==> config.mk <==
export PLATFORM = sky130hd
export DESIGN_NAME = bounded_resource_pool_core
export DESIGN_NICKNAME = d
export VERILOG_FILES = /design/src/brp_pkg.sv /design/src/brp_table.sv /design/src/bounded_resource_pool_core.sv
export SDC_FILE = /design/constraint.sdc
export NUM_CORES = 1
export LEC_CHECK = 0
export BUFFER_PORTS_ARGS = -buffer_cell sky130_fd_sc_hd__buf_2
export CORE_UTILIZATION = 60
export DETAILED_ROUTE_END_ITERATION = 10
export GPL_TIMING_DRIVEN = 0
export PLACE_DENSITY = 0.8
export SKIP_LAST_GASP = 1
export SLEW_MARGIN = 10
export SYNTH_ARGS = -nofsm -noshare
export SYNTH_HDL_FRONTEND = slang
export SYNTH_SLANG_ARGS = --single-unit
==> constraint.sdc <==
create_clock -name clk -period 6.7 [get_ports clk]
set_input_delay 1.34 -clock clk [delete_from_list [all_inputs] [get_ports clk]]
set_output_delay 1.34 -clock clk [all_outputs]
set_load 0.05 [all_outputs]
==> src/brp_pkg.sv <==
package brp_pkg;

    localparam int MAX_ENTRIES = 16;
    localparam int HANDLE_BITS = 32;
    localparam int IDX_W       = (MAX_ENTRIES > 1) ? $clog2(MAX_ENTRIES) : 1;
    localparam int CNT_W       = $clog2(MAX_ENTRIES + 1);

    localparam int CFG_W      = 5;
    localparam int KIND_W     = 2;
    localparam int STATUS_W   = 2;
    localparam int OUT_CNT_W  = 5;
    localparam int S_DATA_W   = ((HANDLE_BITS + 7) / 8) * 8;
    localparam int M_FIELDS_W = STATUS_W + HANDLE_BITS + 2 * OUT_CNT_W;
    localparam int M_DATA_W   = ((M_FIELDS_W + 7) / 8) * 8;
    localparam int M_PAD_W    = M_DATA_W - M_FIELDS_W;

    localparam logic [KIND_W-1:0] KIND_ADD = 2'd0;
    localparam logic [KIND_W-1:0] KIND_OUT = 2'd1;
    localparam logic [KIND_W-1:0] KIND_IN  = 2'd2;

    localparam logic [STATUS_W-1:0] STATUS_OK        = 2'd0;
    localparam logic [STATUS_W-1:0] STATUS_FULL      = 2'd1;
    localparam logic [STATUS_W-1:0] STATUS_NONE_FREE = 2'd2;
    localparam logic [STATUS_W-1:0] STATUS_NOT_FOUND = 2'd3;

    // Microprogram step addresses.
    localparam int STEP_W = 3;
    localparam logic [STEP_W-1:0] ST_IDLE  = 3'd0;
    localparam logic [STEP_W-1:0] ST_ADD   = 3'd1;
    localparam logic [STEP_W-1:0] ST_PRIME = 3'd2;
    localparam logic [STEP_W-1:0] ST_SCAN  = 3'd3;
    localparam logic [STEP_W-1:0] ST_EMIT  = 3'd4;

    // Datapath actions.
    localparam logic [2:0] ACT_LATCH = 3'd0;
    localparam logic [2:0] ACT_ADD   = 3'd1;
    localparam logic [2:0] ACT_PRIME = 3'd2;
    localparam logic [2:0] ACT_SCAN  = 3'd3;
    localparam logic [2:0] ACT_EMIT  = 3'd4;

    // Sequencing modes.
    localparam logic [1:0] SEQ_GOTO     = 2'd0;
    localparam logic [1:0] SEQ_DISPATCH = 2'd1;
    localparam logic [1:0] SEQ_LOOP     = 2'd2;
    localparam logic [1:0] SEQ_WAIT_OUT = 2'd3;

    typedef struct packed {
        logic [2:0]        act;
        logic [1:0]        seq;
        logic [STEP_W-1:0] next;
    } ucw_t;

    typedef struct packed {
        logic                   en;
        logic [IDX_W-1:0]       addr;
        logic [HANDLE_BITS-1:0] data;
    } tbl_wr_t;

    function automatic ucw_t ucode_rom(input logic [STEP_W-1:0] step);
        ucw_t w;
        begin
            unique case (step)
                ST_IDLE:  w = '{act: ACT_LATCH, seq: SEQ_DISPATCH, next: ST_IDLE};
                ST_ADD:   w = '{act: ACT_ADD,   seq: SEQ_GOTO,     next: ST_EMIT};
                ST_PRIME: w = '{act: ACT_PRIME, seq: SEQ_GOTO,     next: ST_SCAN};
                ST_SCAN:  w = '{act: ACT_SCAN,  seq: SEQ_LOOP,     next: ST_EMIT};
                ST_EMIT:  w = '{act: ACT_EMIT,  seq: SEQ_WAIT_OUT, next: ST_IDLE};
                default:  w = '{act: ACT_EMIT,  seq: SEQ_GOTO,     next: ST_IDLE};
            endcase
            return w;
        end
    endfunction

endpackage

==> src/brp_table.sv <==
module brp_table (
    input  logic                              clk,
    input  brp_pkg::tbl_wr_t                  wr,
    input  logic [brp_pkg::IDX_W-1:0]         rd_addr,
    output logic [brp_pkg::HANDLE_BITS-1:0]   rd_data
);

    logic [brp_pkg::HANDLE_BITS-1:0] mem [brp_pkg::MAX_ENTRIES];
    logic [brp_pkg::HANDLE_BITS-1:0] rd_data_reg;

    always_ff @(posedge clk)
    begin
        if (wr.en)
        begin
            mem[wr.addr] <= wr.data;
        end
        rd_data_reg <= mem[rd_addr];
    end

    assign rd_data = rd_data_reg;

endmodule

==> src/bounded_resource_pool_core.sv <==
// Add: an accepted input beat runs the ADD step, and the EMIT step then loads the result register;
// kind three goes straight to EMIT. Checkout and checkin run the PRIME step and then the SCAN step,
// a scan that reads one handle-table entry per cycle through the table's read port.
// A waiting result beat holds the last step; a new input beat is taken the cycle after the
// result is loaded, so the pool takes no new item before it is through with the last one.
// Reset (rst_n low, asynchronous) empties the pool, clears the free flags, sets pool_size to 16.
module bounded_resource_pool_core (
    input  logic                            clk,
    input  logic                            rst_n,
    input  logic                            cfg_wen,
    input  logic [brp_pkg::CFG_W-1:0]       cfg_wdata,   // pool_size
    input  logic                            s_tvalid,
    output logic                            s_tready,
    input  logic [brp_pkg::S_DATA_W-1:0]    s_tdata,     // resource_handle
    input  logic [brp_pkg::KIND_W-1:0]      s_tuser,     // kind
    output logic                            m_tvalid,
    input  logic                            m_tready,
    // status, handle_out, free_count, added_count, zero padding
    output logic [brp_pkg::M_DATA_W-1:0]    m_tdata
);

    brp_pkg::ucw_t uw;

    logic [brp_pkg::STEP_W-1:0]      step_reg,      step_next;
    logic [brp_pkg::CNT_W-1:0]       idx_reg,       idx_next;
    logic [brp_pkg::CNT_W-1:0]       cmp_idx_reg,   cmp_idx_next;
    logic [brp_pkg::KIND_W-1:0]      kind_reg,      kind_next;
    logic [brp_pkg::HANDLE_BITS-1:0] handle_reg,    handle_next;
    logic [brp_pkg::STATUS_W-1:0]    status_reg,    status_next;
    logic [brp_pkg::HANDLE_BITS-1:0] hout_reg,      hout_next;
    logic [brp_pkg::MAX_ENTRIES-1:0] free_flags_reg, free_flags_next;
    logic [brp_pkg::CNT_W-1:0]       added_reg,     added_next;
    logic [brp_pkg::CNT_W-1:0]       free_reg,      free_next;
    logic [brp_pkg::CFG_W-1:0]       pool_size_reg;
    logic                            out_vld_reg,   out_vld_next;
    logic [brp_pkg::M_DATA_W-1:0]    out_data_reg,  out_data_next;

    brp_pkg::tbl_wr_t                tbl_wr;
    logic [brp_pkg::HANDLE_BITS-1:0] rd_data;
    logic [brp_pkg::CNT_W-1:0]       cap;
    logic [brp_pkg::IDX_W-1:0]       cmp_pos;
    logic                            in_beat;
    logic                            out_free;
    logic                            cmp_in_range;
    logic                            hit;
    logic                            scan_end;
    logic                            full;

    brp_table u_table (
        .clk     (clk),
        .wr      (tbl_wr),
        .rd_addr (idx_reg[brp_pkg::IDX_W-1:0]),
        .rd_data (rd_data)
    );

    assign uw       = brp_pkg::ucode_rom(step_reg);
    assign s_tready = (uw.seq == brp_pkg::SEQ_DISPATCH);
    assign in_beat  = s_tvalid & s_tready;
    assign out_free = !out_vld_reg || m_tready;
    assign m_tvalid = out_vld_reg;
    assign m_tdata  = out_data_reg;

    // Out-of-range sizes are clamped to one and to the table depth.
    always_comb
    begin
        priority if (pool_size_reg == '0)
            cap = brp_pkg::CNT_W'(1);
        else if (32'(pool_size_reg) > brp_pkg::MAX_ENTRIES)
            cap = brp_pkg::CNT_W'(brp_pkg::MAX_ENTRIES);
        else
            cap = brp_pkg::CNT_W'(pool_size_reg);
    end

    assign full = (added_reg >= cap);

    // rd_data now holds the registered table read issued for the entry in cmp_idx_reg.
    assign cmp_pos      = cmp_idx_reg[brp_pkg::IDX_W-1:0];
    assign cmp_in_range = (cmp_idx_reg < added_reg);
    assign hit = cmp_in_range &&
                 ((kind_reg == brp_pkg::KIND_OUT) ? free_flags_reg[cmp_pos]
                  : ((rd_data == handle_reg) && !free_flags_reg[cmp_pos]));
    assign scan_end = !cmp_in_range || hit;

    // Sequencer.
    always_comb
    begin
        step_next = step_reg;
        unique case (uw.seq)
            brp_pkg::SEQ_GOTO:
            begin
                step_next = uw.next;
            end
            brp_pkg::SEQ_DISPATCH:
            begin
                if (in_beat)
                begin
                    unique case (s_tuser)
                        brp_pkg::KIND_ADD: step_next = brp_pkg::ST_ADD;
                        brp_pkg::KIND_OUT: step_next = brp_pkg::ST_PRIME;
                        brp_pkg::KIND_IN:  step_next = brp_pkg::ST_PRIME;
                        default:           step_next = brp_pkg::ST_EMIT;
                    endcase
                end
            end
            brp_pkg::SEQ_LOOP:
            begin
                if (scan_end)
                    step_next = uw.next;
            end
            brp_pkg::SEQ_WAIT_OUT:
            begin
                if (out_free)
                    step_next = uw.next;
            end
            default:
            begin
                step_next = brp_pkg::ST_IDLE;
            end
        endcase
    end

    // Datapath.
    always_comb
    begin
        idx_next        = idx_reg;
        cmp_idx_next    = cmp_idx_reg;
        kind_next       = kind_reg;
        handle_next     = handle_reg;
        status_next     = status_reg;
        hout_next       = hout_reg;
        free_flags_next = free_flags_reg;
        added_next      = added_reg;
        free_next       = free_reg;
        out_vld_next    = out_vld_reg && !m_tready;
        out_data_next   = out_data_reg;
        tbl_wr.en       = 1'b0;
        tbl_wr.addr     = added_reg[brp_pkg::IDX_W-1:0];
        tbl_wr.data     = handle_reg;

        unique case (uw.act)
            brp_pkg::ACT_LATCH:
            begin
                if (in_beat)
                begin
                    kind_next   = s_tuser;
                    handle_next = s_tdata[brp_pkg::HANDLE_BITS-1:0];
                    hout_next   = '0;
                    idx_next    = '0;
                    unique case (s_tuser)
                        brp_pkg::KIND_OUT: status_next = brp_pkg::STATUS_NONE_FREE;
                        brp_pkg::KIND_IN:  status_next = brp_pkg::STATUS_NOT_FOUND;
                        default:           status_next = brp_pkg::STATUS_OK;
                    endcase
                end
            end
            brp_pkg::ACT_ADD:
            begin
                if (full)
                begin
                    status_next = brp_pkg::STATUS_FULL;
                end
                else
                begin
                    tbl_wr.en = 1'b1;
                    free_flags_next[added_reg[brp_pkg::IDX_W-1:0]] = 1'b1;
                    added_next = added_reg + brp_pkg::CNT_W'(1);
                    free_next  = free_reg + brp_pkg::CNT_W'(1);
                end
            end
            brp_pkg::ACT_PRIME:
            begin
                cmp_idx_next = idx_reg;
                idx_next     = idx_reg + brp_pkg::CNT_W'(1);
            end
            brp_pkg::ACT_SCAN:
            begin
                if (hit)
                begin
                    status_next = brp_pkg::STATUS_OK;
                    if (kind_reg == brp_pkg::KIND_OUT)
                    begin
                        free_flags_next[cmp_pos] = 1'b0;
                        hout_next = rd_data;
                        if (free_reg != '0)
                            free_next = free_reg - brp_pkg::CNT_W'(1);
                    end
                    else
                    begin
                        free_flags_next[cmp_pos] = 1'b1;
                        free_next = free_reg + brp_pkg::CNT_W'(1);
                    end
                end
                else if (cmp_in_range)
                begin
                    cmp_idx_next = idx_reg;
                    idx_next     = idx_reg + brp_pkg::CNT_W'(1);
                end
            end
            brp_pkg::ACT_EMIT:
            begin
                if (out_free)
                begin
                    out_vld_next  = 1'b1;
                    out_data_next = {brp_pkg::M_PAD_W'(0),
                                     brp_pkg::OUT_CNT_W'(added_reg),
                                     brp_pkg::OUT_CNT_W'(free_reg),
                                     hout_reg,
                                     status_reg};
                end
            end
            default:
            begin
                out_vld_next = out_vld_reg && !m_tready;
            end
        endcase
    end

    always_ff @(posedge clk or negedge rst_n)
    begin
        if (!rst_n)
        begin
            step_reg       <= brp_pkg::ST_IDLE;
            free_flags_reg <= '0;
            added_reg      <= '0;
            free_reg       <= '0;
            pool_size_reg  <= brp_pkg::CFG_W'(16);
            out_vld_reg    <= 1'b0;
        end
        else
        begin
            step_reg       <= step_next;
            free_flags_reg <= free_flags_next;
            added_reg      <= added_next;
            free_reg       <= free_next;
            out_vld_reg    <= out_vld_next;
            if (cfg_wen)
                pool_size_reg <= cfg_wdata;
        end
    end

    always_ff @(posedge clk)
    begin
        idx_reg      <= idx_next;
        cmp_idx_reg  <= cmp_idx_next;
        kind_reg     <= kind_next;
        handle_reg   <= handle_next;
        status_reg   <= status_next;
        hout_reg     <= hout_next;
        out_data_reg <= out_data_next;
    end

endmodule

==> flow_summary_export.csv, run 1 <==
group,metric,value,unit
sta,worstMarginPinSlew,1.21,ns
routing,drc_errors,0,
die,die_area,0.0454,mm²
global_routing,grt_remaining_overflow,0,
die,num_rows,76,
die,die_width,213,µm
global_routing,gr-usage-met2,47.1,%
yosys,synthTopCellsByArea,"edfxtp_1 (71%), mux4_2 (14%), dfrtp_1 (3.2%)",
sta,report.final.slew_viol_count,0,
global_routing,top_usage_layer,"met2",
setup_path,crit_path_max_incr_delay,0.84,ns
sta,finalCritPeriodShare,61.4,%
global_routing,grt_pass1_vias,14000,
finish,regArea,0.0206,mm²
setup_path,path_delay_family,"simple AND/OR/NAND/NOR gates",
power,pwr-share-comb,27.1,%
die,io-pin-count,94,
clocking,cts_tree,"yes",
placed_design,dp_cells,1973,
setup_path,path_max_fanout,17,
clocking,cts_num_sinks,701,
setup_path,crit_path_end_kind,"flip-flop",
global_routing,grt_pass1_wl,92300,µm
power,ir_drop,0.296,mV
clocking,cts.repair.resized,0,
placed_design,gp_congestion,0.895,
setup_path,path_class,"flip-flop to flip-flop",
power,power.leakage,10.1,nW
power,p_sw_share,31.4,%
setup_path,cp.required,6.91,ns
power,p_total,0.0132,W
power,intPower,0.00909,W
finish,finalNonFillerCells,2099,
worst_hold_path,hold_start,"hout_reg[23]",
finish,area_growth,14.7,%
clocking,cts_hold_buf,0,
power,seqPwrFrac,45.1,%
finish,diodes,0,
setup_path,path_buf_inv,0,
global_routing,gr-usage-all-layers,29.3,%
power,clock_power_share,27.9,%
yosys,ys_ff_latch,701,
clocking,cts_buffers,69,
die,core_area,0.0435,mm²
worst_hold_path,hold_class,"flip-flop to flip-flop",
yosys,synth_flop_cell,"edfxtp_1",
routing,route.vias.total,13600,
global_routing,grtUsageMet3,6.15,%
sta,min_period,4.12,ns
job,cap_violations,0,
die,initial_core_util,61.5,%
clocking,h-tree-depth,3,
routing,drtPass1Iterations,8,
sta,rsz0062_at_grt,"no",
yosys,yosysMostFrequentCell,"edfxtp_1",
setup_path,startpoint,"handle_reg[7]",
setup_path,cp_cell_sequence,"xor2_1 -> nor4_1 -> nand4_1 -> nor4_1 -> a31oi_1 -> nand2b_1 -> a2111oi_0",
finish,drive_above_1_share,28.3,%
sta,maxSlewHeadroom,19.3,%
power,p_sw,0.00416,W
routing,routed_wl,63300,µm
setup_path,startpoint_type,"flip-flop",
clocking,root_buffer,"clkbuf_16",
sta,final.setup.tns,0,ns
routing,viasPerCell,6.47,
clocking,postCtsSetupRepairBufs,0,
placed_design,place.detailed.hpwl,37700,µm
yosys,synth_top_area_share,71.3,%
clocking,clkLatencyLatePin,0.60,ns
finish,fillers,2526,
sta,setup_viol,0,
finish,top_register,"u_table.mem",
yosys,synth_common_cells,"edfxtp_1 (634), mux4_2 (164), and2_1 (36), dfrtp_1 (34), nor2_1 (34)",
yosys,synth_top_area_cell,"edfxtp_1",
yosys,synthCells,1263,
clocking,clkTransAtPathRegs,0.06,ns
global_routing,antenna_found_initial,1,
yosys,synth_edf_count,634,
sta,final-hold-violation-count,0,
placed_design,portBuffers,89,
yosys,avgSynthCellArea,21.1,µm²
setup_path,crit_top_cell,"nor4_1",
routing,wl_per_cell,30.2,µm
global_routing,grt_start_max_net_pins,46,
global_routing,use_met1,39.2,%
yosys,ys_seq_area_share,77.0,%
setup_path,worstReg2RegStart,"handle_reg[7]",
yosys,synth.distinct_cells,49,
clocking,cts_buffer_depth,3,
setup_path,crit_slowest_cell,"a2111oi_0",
finish,nNetsFinal,1523,
outcome,status,"finished clean",
sta,timing.clock.skew,0.0284,ns
finish,largest_reg_flops,512,
setup_path,crit_arrival,4.32,ns
routing,ant_nets,0,
power,power_density,433,mW/mm²
routing,first_iter_violations,1703,
finish,multi_input_area,0.00598,mm²
sta,fin_ws,2.58,ns
placed_design,dp_slack,2.79,ns
die,die_h,213,µm
yosys,ys_async_sr_fraction,4.99,%
yosys,syn-cell-area,0.0267,mm²
sta,fmax,243,MHz
yosys,ys_warn_count,0,
==> worst register-to-register path: stages, from the launching register on <==
cell       delay, ns
edfxtp_1        0.70
xor2_1          0.32
nor4_1          0.60
nand4_1         0.35
nor4_1          0.50
a31oi_1         0.21
nand2b_1        0.22
a2111oi_0       0.84
==> metal layers <==
layer | vias to the layer above | part of all wire (%)
li1 | 5526 | -
met1 | 6994 | 37
met5 | - | 0.013
met4 | 2 | 3.7
met2 | 897 | 50
met3 | 154 | 9.8
==> worst paths after layout <==
check	cells after the start	endpoint	slack (ns)
hold reg to reg	0	m_tdata[25]	0.42
hold / removal	0	m_tdata[25]	0.42
max in group asynchronous	1	step_reg[0]	5.28
setup reg to reg	7	status_reg[1]	2.58
setup / recovery	7	status_reg[1]	2.58
min in group asynchronous	1	pool_size_reg[2]	0.87
==> logic make-up after synthesis <==
logic type | after synthesis | share of synthesized area [%]
mux | 180 | 14.5
other cells | 1 | 0.0140
simple gates | 164 | 3.16
compound gates | 83 | 1.87
fa+ha+maj | 20 | 0.937
flops | 701 | 77.0
xor+xnor | 43 | 1.41
buf+inv | 71 | 1.13
==> metrics by stage <==
stage	cell area (µm²)	utilization [%]	hold WS, ns
after floorplan	26700	-	0.400
after global placement	27900	64.2	0.400
after detailed placement	28500	65.6	0.405
after CTS	30600	70.5	0.418
after global routing	30600	70.5	0.422
final	30600	70.5	0.417
==> power groups by stage <==
stage | clock network (W) | registers [W] | logic, W
4_1_cts | 0.00373 | 0.00596 | 0.00360
6_report | 0.00369 | 0.00597 | 0.00359
3_3_place_gp | 0 | 0.00603 | 0.00333
5_1_grt | 0.00389 | 0.00602 | 0.00378
2_1_floorplan | 0 | 0.00614 | 0.00220
3_5_place_dp | 0 | 0.00604 | 0.00350
==> cell usage in the layout, fill, tap and decap left out, types with 21 or more instances in the layout <==
cell type    n
dfxtp_1     32
buf_4       24
clkbuf_1    61
dfrtp_1     34
a21oi_1     29
mux4_2     164
and2_1      35
nor2_1      22
xnor2_1     22
clkbuf_16   73
nand2_1     32
buf_2       93
xor2_1      21
edfxtp_1   634
==> cell type report <==
type / count / share of cell area [%]
inverter: 12 / 0.147
clock inverter: 21 / 0.503
buffer: 59 / 0.846
multi-input combinational: 494 / 19.5
tap: 585 / 2.39
clock buffer: 105 / 6.46
sequential: 701 / 67.1
timing repair buffer: 122 / 3.02
Power figures use the tool's default switching activity.
==> run 2: changes to the inputs <==
--- a/config.mk
+++ b/config.mk
@@ -6,10 +6,10 @@
 export NUM_CORES = 1
 export LEC_CHECK = 0
 export BUFFER_PORTS_ARGS = -buffer_cell sky130_fd_sc_hd__buf_2
-export CORE_UTILIZATION = 60
+export CORE_UTILIZATION = 55
 export DETAILED_ROUTE_END_ITERATION = 10
 export GPL_TIMING_DRIVEN = 0
-export PLACE_DENSITY = 0.8
+export PLACE_DENSITY = 0.77
 export SKIP_LAST_GASP = 1
 export SLEW_MARGIN = 10
 export SYNTH_ARGS = -nofsm -noshare
==> constraint.sdc (replaced) <==
create_clock -name clk -period 3.5 [get_ports clk]
set_input_delay 0.7 -clock clk [delete_from_list [all_inputs] [get_ports clk]]
set_output_delay 0.7 -clock clk [all_outputs]
set_load 0.05 [all_outputs]
==> flow_summary_export.csv, run 2 (synthesis results as in run 1) <==
group,metric,value,unit
die,core_area,0.0478,mm²
clocking,cts_tree,"yes",
sta,min_period,3.43,ns
routing,routed_wl,62500,µm
finish,drive_above_1_share,30.7,%
sta,timing.clock.skew,0.0280,ns
global_routing,grt_remaining_overflow,0,
placed_design,gp_congestion,0.856,
sta,finalCritPeriodShare,98.0,%
die,die_h,222,µm
finish,largest_reg_flops,512,
clocking,h-tree-depth,3,
setup_path,path_class,"flip-flop to flip-flop",
sta,report.final.slew_viol_count,0,
power,ir_drop,0.467,mV
finish,layout_commonest_cell,"edfxtp_1",
finish,post-route-cell-area,0.0314,mm²
job,cap_violations,0,
clocking,root_buffer,"clkbuf_16",
sta,fmax,292,MHz
global_routing,gr-usage-all-layers,25.9,%
die,io-pin-count,94,
sta,maxSlewHeadroom,22.4,%
power,power.leakage,10.4,nW
placed_design,place.detailed.hpwl,38400,µm
setup_path,crit_path_end_kind,"flip-flop",
die,num_rows,80,
routing,wl_per_cell,29.0,µm
sta,setup_viol,0,
power,power_density,826,mW/mm²
setup_path,reg2reg_depth,5,
finish,diodes,0,
clocking,cts_buffers,72,
routing,drc_errors,0,
setup_path,path_max_fanout,10,
placed_design,portBuffers,89,
routing,viasPerCell,6.26,
die,die_area,0.0494,mm²
global_routing,grt_pass1_wl,90700,µm
placed_design,place_area,0.0288,mm²
finish,nNetsFinal,1549,
die,die_width,222,µm
routing,drtPass1Iterations,5,
finish,area_growth,17.7,%
clocking,cts_buffer_depth,3,
setup_path,reg2reg_setup_slack,0.07,ns
routing,first_iter_violations,1701,
setup_path,startpoint_type,"flip-flop",
routing,ant_nets,0,
finish,finalNonFillerCells,2157,
global_routing,antenna_found_initial,0,
routing,route.vias.total,13500,
setup_path,r2r_end,"u_table.rd_data[31]",
setup_path,worstReg2RegStart,"idx_reg[0]",
power,p_total,0.0260,W
placed_design,dp_cells,2000,
finish,top_register,"u_table.mem",
setup_path,cp.required,3.99,ns
global_routing,grt_start_max_net_pins,36,
sta,worstMarginPinSlew,1.16,ns
sta,rsz0062_at_grt,"yes",
clocking,clkTransAtPathRegs,0.06,ns
sta,final-hold-violation-count,0,
finish,final_cell_mix,"edfxtp_1 (634), mux4_2 (164), buf_2 (93)",
worst_hold_path,hold_class,"input pin to async pin",
clocking,cts_num_sinks,701,
clocking,clkLatencyLatePin,0.62,ns
sta,worst_hold_slack,0.206,ns
setup_path,crit_arrival,3.92,ns
sta,final.setup.tns,0,ns
global_routing,grt_pass1_vias,13700,
outcome,status,"finished clean",
die,initial_core_util,55.8,%
run 2: changes by cell type in the layout (fill, tap and decap cells not counted), sizes merged:
cell / previous run / this run
clkbuf: 139 / 126
inv: 13 / 14
bufinv: 1 / 5
clkinvlp: 1 / 3
buf: 147 / 170
clkinv: 18 / 29
run 2: area by class of cell:
| class | instances | area (µm²) |
|---|---|---|
| Sequential cell | 701 | 20600 |
| Buffer | 59 | 258 |
| Clock inverter | 39 | 329 |
| Timing Repair Buffer | 145 | 1440 |
| Tap cell | 615 | 769 |
| Fill cell | 3030 | 16400 |
| Clock buffer | 92 | 1990 |
| Multi-Input combinational cell | 494 | 6050 |
| Inverter | 12 | 45.0 |
run 2: worst max-delay path: stages (launching register included):
cell and delay [ns]:
edfxtp_1 0.41, clkbuf_1 0.28, clkbuf_1 0.52, buf_1 0.92
mux4_2 0.68, mux4_2 0.49
run 2: how the worst max path moves through the flow:
stage	start	end	slack, ns	cells after the start
4_1_cts	pool_size_reg[1]	u_table.mem[6][18]	-0.05	13
6_report	idx_reg[0]	u_table.rd_data[31]	0.07	5
3_3_place_gp	s_tvalid	hout_reg[16]	-2.54	4
5_1_grt	idx_reg[0]	u_table.rd_data[31]	-0.07	5
2_1_floorplan	pool_size_reg[1]	u_table.mem[7][0]	-0.23	11
3_5_place_dp	handle_reg[7]	status_reg[1]	-0.42	7
run 2: report_power, final:
part	internal (W)	total [W]	switching, W
logic	0.00294	0.00700	0.00406
clock network	0.00440	0.00754	0.00314
registers	0.0106	0.0114	0.000840
run 2: layer usage:
| metal | share of wire [%] | track usage (%) |
|---|---|---|
| met5 | 0 | 0 |
| met4 | 2.9 | 9.17 |
| met3 | 8.4 | 4.48 |
| met2 | 51 | 43.9 |
| met1 | 37 | 34.1 |
run 2: timing repair:
item,4_1_cts,5_1_grt
cloned,0,0
setup buffers,26,0
pin swaps,10,0
setup endpoints to repair,344,233
resized for setup,2,8
hold buffers,0,0
run 2: through the flow:
step	util (%)	setup WS, ns
2_1_floorplan	-	-0.227
4_1_cts	65.6	-0.0537
3_3_place_gp	58.5	-2.54
3_5_place_dp	60.1	-0.422
6_report	65.7	0.0703
5_1_grt	65.7	-0.0699
==> run 3: changes to the inputs <==
--- a/config.mk
+++ b/config.mk
@@ -6,10 +6,10 @@
 export NUM_CORES = 1
 export LEC_CHECK = 0
 export BUFFER_PORTS_ARGS = -buffer_cell sky130_fd_sc_hd__buf_2
-export CORE_UTILIZATION = 55
+export CORE_UTILIZATION = 60
 export DETAILED_ROUTE_END_ITERATION = 10
 export GPL_TIMING_DRIVEN = 0
-export PLACE_DENSITY = 0.77
+export PLACE_DENSITY = 0.8
 export SKIP_LAST_GASP = 1
 export SLEW_MARGIN = 10
 export SYNTH_ARGS = -nofsm -noshare
==> constraint.sdc (replaced) <==
create_clock -name clk -period 3.8 [get_ports clk]
set_input_delay 0.76 -clock clk [delete_from_list [all_inputs] [get_ports clk]]
set_output_delay 0.76 -clock clk [all_outputs]
set_load 0.05 [all_outputs]
==> flow_summary_export.csv, run 3 (synthesis results as in run 1) <==
group,metric,value,unit
die,die_area,0.0454,mm²
clocking,clkTransAtPathRegs,0.06,ns
global_routing,grt_remaining_overflow,0,
sta,min_period,3.69,ns
die,die_width,213,µm
outcome,status,"finished clean",
finish,top_register,"u_table.mem",
setup_path,startpoint,"handle_reg[7]",
die,core_area,0.0435,mm²
power,ir_drop,0.419,mV
routing,viasPerCell,6.54,
worst_hold_path,hold_class,"input pin to async pin",
placed_design,place.detailed.hpwl,37900,µm
global_routing,gr-usage-all-layers,29.6,%
sta,fin_ws,0.106,ns
clocking,h-tree-depth,3,
setup_path,crit_arrival,3.93,ns
placed_design,portBuffers,89,
die,die_h,213,µm
finish,area_growth,16.5,%
setup_path,path_max_fanout,17,
placed_design,dp_slack,-0.0316,ns
clocking,clkLatencyLatePin,0.60,ns
sta,report.final.slew_viol_count,0,
finish,final_cell_mix,"edfxtp_1 (634), mux4_2 (164), buf_2 (93)",
die,io-pin-count,94,
power,power.leakage,10.3,nW
sta,rsz0062_at_grt,"yes",
sta,maxSlewHeadroom,20.6,%
clocking,cts.repair.resized,0,
routing,drtPass1Iterations,5,
die,initial_core_util,61.5,%
sta,timing.clock.skew,0.0216,ns
placed_design,gp_congestion,0.902,
sta,worstMarginPinSlew,1.19,ns
clocking,root_buffer,"clkbuf_16",
sta,fmax,271,MHz
finish,layout_commonest_cell,"edfxtp_1",
global_routing,grt_start_max_net_pins,36,
global_routing,antenna_found_initial,1,
routing,route.vias.total,13800,
finish,largest_reg_flops,512,
global_routing,grt_pass1_wl,93100,µm
setup_path,cp.required,4.04,ns
finish,drive_above_1_share,29.4,%
clocking,cts_buffer_depth,3,
clocking,cts_buffers,69,
setup_path,worstReg2RegStart,"handle_reg[7]",
routing,ant_nets,0,
sta,setup_viol,0,
routing,first_iter_violations,2013,
finish,nNetsFinal,1534,
sta,final-hold-violation-count,0,
placed_design,place_area,0.0286,mm²
setup_path,startpoint_type,"flip-flop",
finish,post-route-cell-area,0.0311,mm²
clocking,cts_num_sinks,701,
routing,wl_per_cell,30.7,µm
global_routing,grt_pass1_vias,14000,
power,power_density,770,mW/mm²
job,cap_violations,0,
power,p_total,0.0239,W
setup_path,path_class,"flip-flop to flip-flop",
routing,drc_errors,0,
finish,diodes,0,
die,num_rows,76,
sta,finalCritPeriodShare,97.2,%
clocking,cts_tree,"yes",
routing,routed_wl,64700,µm
setup_path,crit_path_end_kind,"flip-flop",
finish,fillers,2426,
[run 3: routing by layer]
metal / vias up / share of wire, % / global-route usage, %
li1: 5560 / - / -
met1: 7149 / 37 / 39.5
met2: 903 / 50 / 48.3
met3: 191 / 9.0 / 5.43
met4: 0 / 4.3 / 12.8
met5: - / 0 / 0
[run 3: critical path, cell delays in order, from the launching register on]
cell	delay (ns)
edfxtp_1	0.67
xor2_1	0.29
nor4_1	0.51
nand4_1	0.32
nor4_1	0.40
a31oi_1	0.19
nand2b_1	0.26
a2111oi_0	0.69
[run 3: final cells by class]
cell class	instances	area (µm²)	area share [%]
repair buffers	133	1260	4.05
clock buffers	95	1900	6.10
clock inverters	30	357	1.15
flip-flops and latches	701	20600	66.1
well taps	585	732	2.35
multi-input cells	494	6010	19.3
plain buffers	59	259	0.832
inverters	12	45.0	0.145
[run 3: final timing paths]
check / endpoint / slack (ns) / cells after the start
setup reg to reg: status_reg[1] / 0.11 / 7
setup / recovery: status_reg[1] / 0.11 / 7
max in group asynchronous: async pin / 2.96 / 1
hold / removal: pool_size_reg[3] / 0.28 / 1
min in group clk: handle_reg[29] / 0.33 / 1
hold reg to reg: m_tdata[7] / 0.42 / 0
[run 3: stage by stage]
stage / cells / hold WS [ns] / TNS (ns) / util, %
2_1_floorplan: 1266 / 0.400 / 0 / -
3_3_place_gp: 1940 / 0.401 / -955.69 / 64.2
3_5_place_dp: 1967 / 0.405 / -0.335 / 65.8
4_1_cts: 2093 / 0.290 / 0 / 71.0
5_1_grt: 2109 / 0.316 / -0.153 / 71.6
6_report: 2109 / 0.282 / 0 / 71.6
[run 3: power breakdown]
group	switching [W]	internal, W
Clock	0.00292	0.00400
Sequential	0.000804	0.00975
Combinational	0.00380	0.00268
Total	0.00752	0.0164
[run 3: timing repair]
item | 4_1_cts | 5_1_grt
hold buffers | 0 | 0
endpoints found under the hold margin | 0 | 0
pin swaps | 1 | 6
buffers inserted | 1 | 16
endpoints found under the setup margin | 11 | 107
gates cloned | 0 | 0
